[config.mk]
export PLATFORM = sky130hd
export DESIGN_NAME = line_raster_pixel_writer
export DESIGN_NICKNAME = d
export VERILOG_FILES = /design/src/lrpw_pkg.sv /design/src/lrpw_cfg_regs.sv /design/src/lrpw_stepper.sv /design/src/lrpw_pixel_out.sv /design/src/line_raster_pixel_writer.sv
export SDC_FILE = /design/constraint.sdc
export NUM_CORES = 2
export LEC_CHECK = 0
export BUFFER_PORTS_ARGS = -buffer_cell sky130_fd_sc_hd__buf_4
export CELL_PAD_IN_SITES_DETAIL_PLACEMENT = 1
export CELL_PAD_IN_SITES_GLOBAL_PLACEMENT = 2
export CORE_MARGIN = 4
export CORE_UTILIZATION = 39
export DETAILED_ROUTE_END_ITERATION = 7
export GPL_TIMING_DRIVEN = 0
export PLACE_DENSITY_LB_ADDON = 0.1
export SLEW_MARGIN = 20
export SYNTH_ARGS = -nofsm -noshare
export SYNTH_HDL_FRONTEND = slang
export SYNTH_SLANG_ARGS = --single-unit
[constraint.sdc]
create_clock -name i_clk -period 10.3 [get_ports i_clk]
set_clock_uncertainty 0.15 [all_clocks]
set_input_delay 1.03 -clock i_clk [delete_from_list [all_inputs] [get_ports i_clk]]
set_output_delay 1.03 -clock i_clk [all_outputs]
set_load 0.05 [all_outputs]
[src/lrpw_pkg.sv]
`default_nettype none
// ----------------------------------------------------------------------------
// lrpw_pkg
// Shared types and constants of the line raster pixel writer: item layouts,
// configuration register set, register indexes and fixed widths.
// ----------------------------------------------------------------------------
package lrpw_pkg;

    localparam int COORD_W    = 16;
    localparam int HEIGHT_W   = 16;
    localparam int DELTA_W    = COORD_W + 1;
    localparam int ERR_W      = COORD_W + 3;
    localparam int WIN_W      = 12;
    localparam int STRIDE_W   = 14;
    localparam int BPP_W      = 6;
    localparam int ADDR_W     = 26;
    localparam int BYTE_W     = 8;
    localparam int CFG_IDX_W  = 3;
    localparam int CFG_DATA_W = 16;

    localparam logic              OP_START    = 1'b0;
    localparam logic              OP_STEP     = 1'b1;
    localparam logic [BYTE_W-1:0] COLOUR_FULL = 8'hFF;

    typedef enum logic [CFG_IDX_W-1:0] {
        CFG_WINDOW_WIDTH   = 3'd0,
        CFG_WINDOW_HEIGHT  = 3'd1,
        CFG_ROW_STRIDE     = 3'd2,
        CFG_BITS_PER_PIXEL = 3'd3,
        CFG_DEPTH_OFFSET   = 3'd4,
        CFG_RED_OFFSET     = 3'd5,
        CFG_GREEN_OFFSET   = 3'd6,
        CFG_BLUE_OFFSET    = 3'd7
    } t_cfg_index;

    typedef struct packed {
        logic                       operation;
        logic signed [COORD_W-1:0]  start_x;
        logic signed [COORD_W-1:0]  start_y;
        logic signed [COORD_W-1:0]  end_x;
        logic signed [COORD_W-1:0]  end_y;
        logic signed [HEIGHT_W-1:0] point_height;
    } t_in_item;

    typedef struct packed {
        logic                      pixel_valid;
        logic signed [COORD_W-1:0] pixel_x;
        logic signed [COORD_W-1:0] pixel_y;
        logic                      write_enable;
        logic [ADDR_W-1:0]         byte_address;
        logic [BYTE_W-1:0]         blue_byte;
        logic [BYTE_W-1:0]         green_byte;
        logic [BYTE_W-1:0]         red_byte;
        logic                      line_done;
    } t_out_item;

    typedef struct packed {
        logic [WIN_W-1:0]           window_width;
        logic [WIN_W-1:0]           window_height;
        logic [STRIDE_W-1:0]        row_stride;
        logic [BPP_W-1:0]           bits_per_pixel;
        logic signed [HEIGHT_W-1:0] depth_offset;
        logic [BYTE_W-1:0]          red_offset;
        logic [BYTE_W-1:0]          green_offset;
        logic [BYTE_W-1:0]          blue_offset;
    } t_cfg;

    // Position stage result handed to the pixel stage.
    typedef struct packed {
        logic                      pixel_valid;
        logic signed [COORD_W-1:0] pixel_x;
        logic signed [COORD_W-1:0] pixel_y;
        logic [1:0]                colour_select;
        logic                      line_done;
    } t_step;

endpackage
`default_nettype wire

[src/lrpw_cfg_regs.sv]
`default_nettype none
// ----------------------------------------------------------------------------
// lrpw_cfg_regs
// Configuration register file: window, framebuffer layout and colour offsets.
// ----------------------------------------------------------------------------
module lrpw_cfg_regs
    import lrpw_pkg::*;
(
    input  wire logic                  i_clk,
    input  wire logic                  i_rst_n,
    input  wire logic                  i_cfg_we,
    input  wire logic [CFG_IDX_W-1:0]  i_cfg_index,
    input  wire logic [CFG_DATA_W-1:0] i_cfg_data,
    output t_cfg                       o_cfg
);

    t_cfg r_cfg;

    always_ff @(posedge i_clk) begin
        if (!i_rst_n) begin
            r_cfg.window_width   <= WIN_W'(1024);
            r_cfg.window_height  <= WIN_W'(768);
            r_cfg.row_stride     <= STRIDE_W'(4096);
            r_cfg.bits_per_pixel <= BPP_W'(32);
            r_cfg.depth_offset   <= '0;
            r_cfg.red_offset     <= '0;
            r_cfg.green_offset   <= '0;
            r_cfg.blue_offset    <= '0;
        end else if (i_cfg_we) begin
            case (t_cfg_index'(i_cfg_index))
                CFG_WINDOW_WIDTH:   r_cfg.window_width   <= i_cfg_data[WIN_W-1:0];
                CFG_WINDOW_HEIGHT:  r_cfg.window_height  <= i_cfg_data[WIN_W-1:0];
                CFG_ROW_STRIDE:     r_cfg.row_stride     <= i_cfg_data[STRIDE_W-1:0];
                CFG_BITS_PER_PIXEL: r_cfg.bits_per_pixel <= i_cfg_data[BPP_W-1:0];
                CFG_DEPTH_OFFSET:   r_cfg.depth_offset   <= i_cfg_data[HEIGHT_W-1:0];
                CFG_RED_OFFSET:     r_cfg.red_offset     <= i_cfg_data[BYTE_W-1:0];
                CFG_GREEN_OFFSET:   r_cfg.green_offset   <= i_cfg_data[BYTE_W-1:0];
                CFG_BLUE_OFFSET:    r_cfg.blue_offset    <= i_cfg_data[BYTE_W-1:0];
                default: ;
            endcase
        end
    end

    assign o_cfg = r_cfg;

endmodule
`default_nettype wire

[src/lrpw_stepper.sv]
`default_nettype none
// ----------------------------------------------------------------------------
// lrpw_stepper
// Line state and Bresenham step: loads a line on a start item, advances one
// pixel on a step item and registers the new position for the pixel stage.
// ----------------------------------------------------------------------------
module lrpw_stepper
    import lrpw_pkg::*;
(
    input  wire logic                       i_clk,
    input  wire logic                       i_rst_n,
    input  wire logic                       i_in_valid,
    output logic                            o_in_ready,
    input  wire t_in_item                   i_in_item,
    input  wire logic signed [HEIGHT_W-1:0] i_depth_offset,
    output logic                            o_s1_valid,
    output t_step                           o_s1,
    input  wire logic                       i_s1_ready
);

    logic signed [COORD_W-1:0] r_cur_x, r_cur_y, r_tgt_x, r_tgt_y;
    logic [DELTA_W-1:0]        r_dx, r_dy;
    logic                      r_neg_x, r_neg_y;
    logic signed [ERR_W-1:0]   r_err;
    logic [1:0]                r_colour;
    logic                      r_line_active;
    logic                      r_s1_valid;
    t_step                     r_s1;

    logic signed [COORD_W-1:0] n_cur_x, n_cur_y, n_tgt_x, n_tgt_y;
    logic [DELTA_W-1:0]        n_dx, n_dy;
    logic                      n_neg_x, n_neg_y;
    logic signed [ERR_W-1:0]   n_err;
    logic [1:0]                n_colour;
    logic                      n_line_active;
    t_step                     n_s1;

    logic                      w_accept;
    logic signed [DELTA_W-1:0] w_dx_raw, w_dy_raw;
    logic [DELTA_W-1:0]        w_dx_abs, w_dy_abs;
    logic signed [HEIGHT_W:0]  w_hd;
    logic                      w_h_nz;
    logic signed [ERR_W-1:0]   w_dx_e, w_dy_e;
    logic                      w_move_x, w_move_y;

    assign o_in_ready = !r_s1_valid || i_s1_ready;
    assign w_accept   = i_in_valid && o_in_ready;

    always_comb begin
        w_dx_raw = $signed({i_in_item.end_x[COORD_W-1], i_in_item.end_x})
                 - $signed({i_in_item.start_x[COORD_W-1], i_in_item.start_x});
        w_dy_raw = $signed({i_in_item.end_y[COORD_W-1], i_in_item.end_y})
                 - $signed({i_in_item.start_y[COORD_W-1], i_in_item.start_y});
        w_dx_abs = w_dx_raw[DELTA_W-1] ? DELTA_W'(-w_dx_raw) : DELTA_W'(w_dx_raw);
        w_dy_abs = w_dy_raw[DELTA_W-1] ? DELTA_W'(-w_dy_raw) : DELTA_W'(w_dy_raw);
        w_hd     = $signed({i_in_item.point_height[HEIGHT_W-1], i_in_item.point_height})
                 + $signed({i_depth_offset[HEIGHT_W-1], i_depth_offset});
        w_h_nz   = (i_in_item.point_height != '0);

        w_dx_e   = $signed(ERR_W'(r_dx));
        w_dy_e   = $signed(ERR_W'(r_dy));
        w_move_x = (r_err >= -w_dx_e);
        w_move_y = (r_err <= w_dy_e);

        n_cur_x       = r_cur_x;
        n_cur_y       = r_cur_y;
        n_tgt_x       = r_tgt_x;
        n_tgt_y       = r_tgt_y;
        n_dx          = r_dx;
        n_dy          = r_dy;
        n_neg_x       = r_neg_x;
        n_neg_y       = r_neg_y;
        n_err         = r_err;
        n_colour      = r_colour;
        n_line_active = r_line_active;
        n_s1          = '0;

        if (i_in_item.operation == OP_START) begin
            n_cur_x = i_in_item.start_x;
            n_cur_y = i_in_item.start_y;
            n_tgt_x = i_in_item.end_x;
            n_tgt_y = i_in_item.end_y;
            n_dx    = w_dx_abs;
            n_dy    = w_dy_abs;
            n_neg_x = !(i_in_item.start_x < i_in_item.end_x);
            n_neg_y = !(i_in_item.start_y < i_in_item.end_y);
            n_err   = (w_dx_abs > w_dy_abs) ? $signed(ERR_W'(w_dx_abs >> 1))
                                            : -$signed(ERR_W'(w_dy_abs >> 1));
            if (w_h_nz && !w_hd[HEIGHT_W] && (w_hd != '0)) begin
                n_colour = 2'b01;
            end else if (w_h_nz && w_hd[HEIGHT_W]) begin
                n_colour = 2'b10;
            end else begin
                n_colour = 2'b00;
            end
            n_line_active = (n_cur_x != n_tgt_x) || (n_cur_y != n_tgt_y);
        end else if (r_line_active) begin
            if (w_move_x) begin
                n_cur_x = r_cur_x + (r_neg_x ? {COORD_W{1'b1}} : COORD_W'(1));
            end
            if (w_move_y) begin
                n_cur_y = r_cur_y + (r_neg_y ? {COORD_W{1'b1}} : COORD_W'(1));
            end
            n_err = r_err - (w_move_x ? w_dy_e : '0) + (w_move_y ? w_dx_e : '0);
            n_line_active = (n_cur_x != n_tgt_x) || (n_cur_y != n_tgt_y);
            n_s1.pixel_valid   = 1'b1;
            n_s1.colour_select = r_colour;
        end

        n_s1.pixel_x   = n_cur_x;
        n_s1.pixel_y   = n_cur_y;
        n_s1.line_done = (n_cur_x == n_tgt_x) && (n_cur_y == n_tgt_y);
    end

    always_ff @(posedge i_clk) begin
        if (!i_rst_n) begin
            r_cur_x       <= '0;
            r_cur_y       <= '0;
            r_tgt_x       <= '0;
            r_tgt_y       <= '0;
            r_dx          <= '0;
            r_dy          <= '0;
            r_neg_x       <= 1'b0;
            r_neg_y       <= 1'b0;
            r_err         <= '0;
            r_colour      <= '0;
            r_line_active <= 1'b0;
            r_s1_valid    <= 1'b0;
        end else begin
            if (w_accept) begin
                r_cur_x       <= n_cur_x;
                r_cur_y       <= n_cur_y;
                r_tgt_x       <= n_tgt_x;
                r_tgt_y       <= n_tgt_y;
                r_dx          <= n_dx;
                r_dy          <= n_dy;
                r_neg_x       <= n_neg_x;
                r_neg_y       <= n_neg_y;
                r_err         <= n_err;
                r_colour      <= n_colour;
                r_line_active <= n_line_active;
                r_s1_valid    <= 1'b1;
            end else if (i_s1_ready) begin
                r_s1_valid    <= 1'b0;
            end
        end
    end

    // Payload only: valid bit qualifies it.
    always_ff @(posedge i_clk) begin
        if (w_accept) begin
            r_s1 <= n_s1;
        end
    end

    assign o_s1_valid = r_s1_valid;
    assign o_s1       = r_s1;

`ifndef SYNTHESIS
    // An active line never sits on its endpoint.
    a_active_not_at_end: assert property (@(posedge i_clk) disable iff (!i_rst_n)
        r_line_active |-> (r_cur_x != r_tgt_x) || (r_cur_y != r_tgt_y))
        else $error("line active while at endpoint");
`endif

endmodule
`default_nettype wire

[src/lrpw_pixel_out.sv]
`default_nettype none
// ----------------------------------------------------------------------------
// lrpw_pixel_out
// Pixel stage: window test, framebuffer byte address and colour bytes,
// held in the output register until the receiver takes the item.
// ----------------------------------------------------------------------------
module lrpw_pixel_out
    import lrpw_pkg::*;
(
    input  wire logic i_clk,
    input  wire logic i_rst_n,
    input  wire t_cfg i_cfg,
    input  wire logic i_s1_valid,
    input  wire t_step i_s1,
    output logic      o_s1_ready,
    output logic      o_out_valid,
    output t_out_item o_out_item,
    input  wire logic i_out_ready
);

    logic      r_out_valid;
    t_out_item r_out_item;
    t_out_item n_out_item;

    logic                          w_x_in, w_y_in, w_we;
    logic [ADDR_W-1:0]             w_row_addr;
    logic [WIN_W+BPP_W-1:0]        w_bit_off;

    assign o_s1_ready = !r_out_valid || i_out_ready;

    always_comb begin
        w_x_in = !i_s1.pixel_x[COORD_W-1] && (i_s1.pixel_x != '0)
              && (i_s1.pixel_x < $signed(COORD_W'(i_cfg.window_width)));
        w_y_in = !i_s1.pixel_y[COORD_W-1] && (i_s1.pixel_y != '0)
              && (i_s1.pixel_y < $signed(COORD_W'(i_cfg.window_height)));
        w_we   = i_s1.pixel_valid && w_x_in && w_y_in;

        w_row_addr = ADDR_W'(i_s1.pixel_y[WIN_W-1:0]) * ADDR_W'(i_cfg.row_stride);
        w_bit_off  = (WIN_W+BPP_W)'(i_s1.pixel_x[WIN_W-1:0])
                   * (WIN_W+BPP_W)'(i_cfg.bits_per_pixel);

        n_out_item              = '0;
        n_out_item.pixel_valid  = i_s1.pixel_valid;
        n_out_item.pixel_x      = i_s1.pixel_x;
        n_out_item.pixel_y      = i_s1.pixel_y;
        n_out_item.line_done    = i_s1.line_done;
        n_out_item.write_enable = w_we;
        if (w_we) begin
            n_out_item.byte_address = w_row_addr + ADDR_W'(w_bit_off >> 3);
        end
        if (i_s1.pixel_valid) begin
            n_out_item.red_byte   = COLOUR_FULL + i_cfg.red_offset;
            n_out_item.green_byte = (i_s1.colour_select[0] ? COLOUR_FULL : '0)
                                  + i_cfg.green_offset;
            n_out_item.blue_byte  = (i_s1.colour_select[1] ? COLOUR_FULL : '0)
                                  + i_cfg.blue_offset;
        end
    end

    always_ff @(posedge i_clk) begin
        if (!i_rst_n) begin
            r_out_valid <= 1'b0;
        end else if (o_s1_ready) begin
            r_out_valid <= i_s1_valid;
        end
    end

    always_ff @(posedge i_clk) begin
        if (o_s1_ready && i_s1_valid) begin
            r_out_item <= n_out_item;
        end
    end

    assign o_out_valid = r_out_valid;
    assign o_out_item  = r_out_item;

endmodule
`default_nettype wire

[src/line_raster_pixel_writer.sv]
`default_nettype none
// ----------------------------------------------------------------------------
// line_raster_pixel_writer
// Bresenham line rasterizer producing framebuffer pixel writes.
// ----------------------------------------------------------------------------
// Usage:
//   Input channel (i_in_valid / o_in_ready / i_in_item): a start item loads a
//   line and returns a non-pixel item holding the start point; each step item
//   on an active line advances one pixel and returns its coordinates, write
//   enable, byte address and colour bytes. Exactly one result item per input item.
//   Output channel (o_out_valid / i_out_ready / o_out_item).
//   Configuration: i_cfg_we writes i_cfg_data to register i_cfg_index at the
//   clock edge; write only while no item is in flight.
//   Pipeline: two register stages (line state/position register, then pixel
//   register with the address multiply); the result passes through them in
//   that order and is held in the pixel register until the receiver takes it.
//   Throughput: one item per cycle while the receiver is ready; the error
//   update and position step are combinational, so steps follow back to back.
//   Stall: when the receiver holds i_out_ready low, the output register and
//   the position register fill, then o_in_ready drops; nothing is lost.
//   Reset: control and line-state registers return to their reset values, no
//   line is active and both channels are empty; no clearing pass is needed.
// ----------------------------------------------------------------------------
module line_raster_pixel_writer
    import lrpw_pkg::*;
(
    input  wire logic                  i_clk,
    input  wire logic                  i_rst_n,
    input  wire logic                  i_in_valid,
    output logic                       o_in_ready,
    input  wire t_in_item              i_in_item,
    output logic                       o_out_valid,
    input  wire logic                  i_out_ready,
    output t_out_item                  o_out_item,
    input  wire logic                  i_cfg_we,
    input  wire logic [CFG_IDX_W-1:0]  i_cfg_index,
    input  wire logic [CFG_DATA_W-1:0] i_cfg_data
);

    t_cfg  w_cfg;
    t_step w_s1;
    logic  w_s1_valid;
    logic  w_s1_ready;

    lrpw_cfg_regs u_cfg_regs (
        .i_clk       (i_clk),
        .i_rst_n     (i_rst_n),
        .i_cfg_we    (i_cfg_we),
        .i_cfg_index (i_cfg_index),
        .i_cfg_data  (i_cfg_data),
        .o_cfg       (w_cfg)
    );

    lrpw_stepper u_stepper (
        .i_clk          (i_clk),
        .i_rst_n        (i_rst_n),
        .i_in_valid     (i_in_valid),
        .o_in_ready     (o_in_ready),
        .i_in_item      (i_in_item),
        .i_depth_offset (w_cfg.depth_offset),
        .o_s1_valid     (w_s1_valid),
        .o_s1           (w_s1),
        .i_s1_ready     (w_s1_ready)
    );

    lrpw_pixel_out u_pixel_out (
        .i_clk       (i_clk),
        .i_rst_n     (i_rst_n),
        .i_cfg       (w_cfg),
        .i_s1_valid  (w_s1_valid),
        .i_s1        (w_s1),
        .o_s1_ready  (w_s1_ready),
        .o_out_valid (o_out_valid),
        .o_out_item  (o_out_item),
        .i_out_ready (i_out_ready)
    );

`ifndef SYNTHESIS
    a_we_needs_pixel: assert property (@(posedge i_clk) disable iff (!i_rst_n)
        o_out_valid && o_out_item.write_enable |-> o_out_item.pixel_valid)
        else $error("write enable on a non-pixel item");

    a_no_pixel_zero: assert property (@(posedge i_clk) disable iff (!i_rst_n)
        o_out_valid && !o_out_item.pixel_valid |->
            (o_out_item.byte_address == '0) && (o_out_item.red_byte == '0)
            && (o_out_item.green_byte == '0) && (o_out_item.blue_byte == '0))
        else $error("non-pixel item carries address or colour");

    a_outside_no_addr: assert property (@(posedge i_clk) disable iff (!i_rst_n)
        o_out_valid && !o_out_item.write_enable |-> o_out_item.byte_address == '0)
        else $error("address given for a pixel outside the window");
`endif

endmodule
`default_nettype wire
---- Word-level counts from Yosys, hierarchy flattened ----
Cells that the tools add are included.
cells by class
  add/sub/neg operators ................... 15
  $mul .................................... 2
  div/mod/pow operators ................... 0
  order comparisons ....................... 7
  equality and inequality tests ........... 14
  shift operators ......................... 0
  muxes and demuxes ....................... 30
  bitwise operators ....................... 1
  reduce and logical (&&, ||, !) cells .... 40
operators by type and width
  operator             count
  $mux W16             14
  $mux W17             4
  $ne A16 B16 Y1       4
  $mux W19             3
  $reduce_bool A16 Y1  3
  $neg A17 Y17         2
  $sub A16 B16 Y17     2
  $add A16 B16 Y16     2
  $eq A16 B16 Y1       2
  $lt A16 B13 Y1       2
  $lt A16 B16 Y1       2
  $add A26 B15 Y26     1
  $mul A12 B14 Y26     1
  $reduce_and A2 Y1    11
  $add A19 B19 Y19     1
  $ge A19 B19 Y1       1
  $le A19 B18 Y1       1
  $neg A16 Y19         1
  $neg A17 Y19         1
  $sub A19 B19 Y19     1
  $mul A12 B6 Y18      1
  $add A16 B16 Y17     1
  $gt A17 B17 Y1       1
  $reduce_bool A17 Y1  1
  15 further kinds     46
storage, ports and cells
  register bits ........................... 329
  bits in latches ......................... 0
  RAM bits ................................ 0
  ROM bits ................................ 0
  output and inout port bits .............. 87
  memories kept ........................... 0

---- Longest topological paths before layout ----
  depth after elaboration ................. 9
  depth in mapped cells ................... 38
  depth with buffers taken out ............ 37

---- Hierarchy ----
Synthesis repeated with hierarchy kept, for this count alone.
unflattened totals
  cell total of the unflattened synthesis .. 3764
  area total of the unflattened synthesis .. 32287.2 µm²
by module, submodules not included
  module          times used  cells an instance  area each (µm²)
  lrpw_stepper    1           2157               16884.9
  lrpw_pixel_out  1           1302               12256.8
  lrpw_cfg_regs   1           305                3145.5

---- Worst setup path before layout ----
Ideal clock, no wire load.
  kind .................................... flip-flop to flip-flop
  start ................................... reg u_stepper.r_s1 (netlist bit u_stepper.o_s1[24])
  end ..................................... reg u_pixel_out.r_out_item (netlist bit u_pixel_out.o_out_item[50]), data pin
  arrival ................................. 8.076 ns
  data required time ...................... 9.884 ns
  setup slack ............................. 1.808 ns
  cell stages (with the launch flop) ...... 35
  path buffers ............................ 0
  cell sequence ........................... edfxtp_1 -> and2_1 -> fa_1 -> inv_1 -> fa_1 -> fa_1 -> inv_1 -> ha_1 -> nor2b_1 -> o21ai_0 -> a21boi_0 -> o21ai_0 -> a21boi_0 -> o21ai_0 -> a21boi_0 -> o21ai_0 -> nand2b_1 -> a31oi_1 -> xnor2_1 -> fa_1 -> fa_1 -> inv_1 -> fa_1 -> fa_1 -> inv_1 -> ha_1 -> nand2_1 -> or4_1 -> o21ai_0 -> nand3_1 -> a31oi_1 -> a31oi_1 -> o21ai_0 -> xnor2_1 -> nor2_1
on the way
  word-level cells in the longest chain between the ends .. 5
ends and longest elaborated chain
  what                                                      RTL line              text
  start, declared                                           lrpw_stepper.sv:28    t_step r_s1;
  start signal, assigned                                    lrpw_stepper.sv:152   r_s1 <= n_s1;
  branches (longest 5 deep; another with $add A26 B15 Y26)  --
  end signal, assigned                                      lrpw_pixel_out.sv:70  r_out_item <= n_out_item;
  end, declared                                             lrpw_pixel_out.sv:22  t_out_item r_out_item;
Several ways; the timed one is not identified.
A chain may end at the register's enable or synchronous reset.

---- Worst setup path in the final report ----
Ends and elaborated chain as after synthesis.

==> impl_metrics.json <==
{
  "leakage_uw": 0.0158,
  "yosys.area.top_type_share_pct": 12.9,
  "ant_nets": 0,
  "cp_data_required_time_ns": 10.47,
  "synth-async-reset-ratio_pct": 0,
  "fin_ws_ns": 0.568,
  "grt_pass1_vias": 30000,
  "cp-end-kind": "flip-flop",
  "power_density_mw_per_mm2": 154,
  "grt_start_max_net_pins": 29,
  "hold_path_class": "reg2reg",
  "dr.pass1.iters": 5,
  "crit_slowest_cell": "edfxtp_1",
  "fin_area_mm2": 0.0366,
  "viasPerCell": 5.61,
  "min_period_ns": 9.73,
  "portBuffers": 180,
  "drcViolationCount": 0,
  "cts-buffers-inserted": 44,
  "fin_nets": 4718,
  "clk_pin_slew_ns": 0.06,
  "status": "finished clean",
  "synth_area_mm2": 0.0322,
  "cap_violations": 0,
  "syn_avg_cell_area_um2": 8.29,
  "synth_most_common_cell": "nand2_1",
  "seq_power_share_pct": 27.7,
  "arrival_ns": 9.90,
  "p_int_uw": 3240,
  "start_kind": "flip-flop",
  "cts_max_level": 2,
  "dp_slack_ns": 0.409,
  "synth_cell_types": 114,
  "ys_warn_count": 0,
  "cts_max_path_buffers": 3,
  "num_rows": 105,
  "finalNonFillerCells": 5232,
  "cts_hold_buf": 0,
  "holdWs_ns": 0.273,
  "syn-num-nets": 4482,
  "grt.total_usage_pct": 28.7,
  "slew_violations": 0,
  "gp_congestion": 0.953,
  "tightest_slew_ns": 1.17,
  "fp.coreArea_mm2": 0.0820,
  "synthTopCellsByCount": "543 x nand2_1, 447 x inv_1, 296 x a21oi_1",
  "clkLatencyLatePin_ns": 0.60,
  "fmax_mhz": 103,
  "grt_pass1_wl_mm": 189,
  "crit_top_cell": "fa_1",
  "report.final.setup_viol": 0,
  "relSlewSlack_pct": 22.3,
  "hpwlAfterDp_mm": 102,
  "combPwrFrac_pct": 43.7,
  "p_clk_share_pct": 28.7,
  "ys_seq_area_share_pct": 24.2,
  "die_h_um": 296,
  "drive_above_1_share_pct": 8.84,
  "min_period_over_period_pct": 94.5,
  "vias": 29300,
  "io_pins": 192,
  "ys_seq_elements": 329,
  "finalPower_uw": 5630,
  "ys.flop_type": "dfxtp_1",
  "cts.sinks": 329,
  "final-hold-violation-count": 0,
  "dpl-instance-area_mm2": 0.0350,
  "post-place-cells": 5145,
  "cts_tree": "yes",
  "wl_mm": 126,
  "die_area_mm2": 0.0873,
  "crit_fanout": 8,
  "drt-initial-drc-count": 1767,
  "synth.area.top_cells": "dfxtp_1 13%, fa_1 12%, edfxtp_1 11%",
  "routed_wire_length_per_instance_um": 24.1,
  "die_x_um": 296,
  "sw_frac_of_total_pct": 42.4,
  "overflow": 0,
  "cp_slowest_stage_delay_ns": 0.57,
  "critical_path_class": "reg2reg",
  "power.switching_uw": 2390,
  "ctsRootBufferMaster": "clkbuf_16",
  "vdd_ir_drop_max_mv": 0.113,
  "synth_edf_count": 121,
  "initial_core_util_pct": 39.3,
  "synthToLayoutAreaGrowth_pct": 13.4,
  "antenna_found_initial": 3,
  "synth_cells": 3891,
  "yosys.area.top_type": "dfxtp_1"
}
## worst paths after layout
path                                      from                                        to  slack [ns]  cells past startpoint
setup / recovery  u_stepper.o_s1[24]$_DFFE_PP_  u_pixel_out.o_out_item[50]$_SDFFCE_PN0P_        0.57                     34
hold / removal     u_stepper.o_s1[0]$_DFFE_PP_       u_pixel_out.o_out_item[0]$_DFFE_PP_        0.27                      0
setup reg to reg  u_stepper.o_s1[24]$_DFFE_PP_  u_pixel_out.o_out_item[50]$_SDFFCE_PN0P_        0.57                     34
hold reg to reg    u_stepper.o_s1[0]$_DFFE_PP_       u_pixel_out.o_out_item[0]$_DFFE_PP_        0.27                      0
## sequential cells by signal (all words and copies together), names as in the netlist
| signal | count |
|---|---|
| u_stepper.r_neg_y | 1 |
| u_stepper.r_colour | 2 |
| u_stepper.r_neg_x | 1 |
| u_stepper.r_cur_y | 16 |
| u_stepper.r_dy | 17 |
| u_stepper.r_tgt_y | 16 |
| u_stepper.o_s1_valid | 1 |
| u_pixel_out.o_out_valid | 1 |
| u_stepper.r_line_active | 1 |
| u_stepper.r_dx | 17 |
| u_stepper.r_tgt_x | 16 |
| u_cfg_regs.o_cfg | 84 |
| u_stepper.r_err | 19 |
| u_stepper.r_cur_x | 16 |
| u_pixel_out.o_out_item | 85 |
| u_stepper.o_s1 | 36 |
## final cells by class
| cell class | instances | area [um2] |
|---|---|---|
| fillers | 9904 | 45400 |
| clock buffers | 55 | 1190 |
| diodes | 1 | 2.50 |
| multi-input cells | 2949 | 22100 |
| clock inverters | 25 | 287 |
| plain buffers | 161 | 633 |
| flip-flops and latches | 329 | 7800 |
| inverters | 452 | 1700 |
| repair buffers | 190 | 1480 |
| well taps | 1070 | 1340 |
## kinds of logic (layout without fill, tap and decap cells)
kind of cell / after synthesis / after routing / share of synthesized area, %
adder cells (fa/ha/maj): 486 / 486 / 23.5
multiplexers: 40 / 40 / 1.26
AO/OA/AOI/OAI: 848 / 848 / 17.8
flip-flops: 329 / 329 / 24.2
AND/OR/NAND/NOR: 1358 / 1358 / 20.1
other: 0 / 1 / 0
buffers and inverters: 613 / 883 / 7.22
XOR/XNOR: 217 / 217 / 5.99
## routing by layer
layer  vias up  track usage (%)  routed length (um)
met5         -                0                  14
met3       168             2.98                5440
met2       712             50.1               60500
met1     14600             37.1               55300
met4         2             9.56                4790
li1      13800                -                   -
## worst max-delay path, delay by kind of cell, from the launching register on
family	cells	cell delay, ns
XOR/XNOR	2	0.29
flip-flops	1	0.57
AO/OA/AOI/OAI	12	2.58
AND/OR/NAND/NOR	7	1.40
buffers and inverters	4	0.20
adder cells (fa/ha/maj)	9	4.27
## power by group through the flow
stage          registers [uW]  logic [uW]  clock network [uW]
6_report                 1560        2460                1610
5_1_grt                  1570        2710                1700
3_5_place_dp             1580        2430                   0
2_1_floorplan            1570        1610                   0
4_1_cts                  1560        2450                1640
3_3_place_gp             1590        2400                   0
## metrics by stage
stage / utilization, % / TNS, ns
after CTS: 44.5 / 0
after floorplan: - / 0
final: 44.6 / 0
after global placement: 42.6 / 0
after detailed placement: 42.7 / 0
after global routing: 44.6 / -0.0517
## cell usage in the layout, fill, tap and decap left out, drive strengths merged, types with 14 or more instances in the layout
master   synthesis  layout
buf             22     212
clkinv           2      14
o211ai          26      26
a2111oi         16      16
nand2          543     543
nor3            79      79
nor2b           34      34
inv            450     456
o21ai          122     122
xor2            84      84
o31ai           18      18
nand4           38      38
a21o            57      57
edfxtp         121     121
or3             23      23
a21boi          14      14
o21a            26      26
and3            19      19
nand2b          40      40
a31oi           41      41
xnor2          133     133
nor4            39      39
nor2           277     277
o21bai          20      20
a21oi          296     296
dfxtp          208     208
o311ai          15      15
mux2i           35      35
nand3           54      54
fa             199     199
ha             287     287
or2             18      18
and2           142     142
clkbuf         139     194
a211oi          62      62
a221oi          14      14
## what timing repair did
| action | CTS | global route |
|---|---|---|
| buffers inserted | 0 | 5 |
| gates resized for setup | 0 | 4 |
| hold endpoints to repair | 0 | 0 |
| setup endpoints to repair | 0 | 2 |
Power figures use the tool's default switching activity.
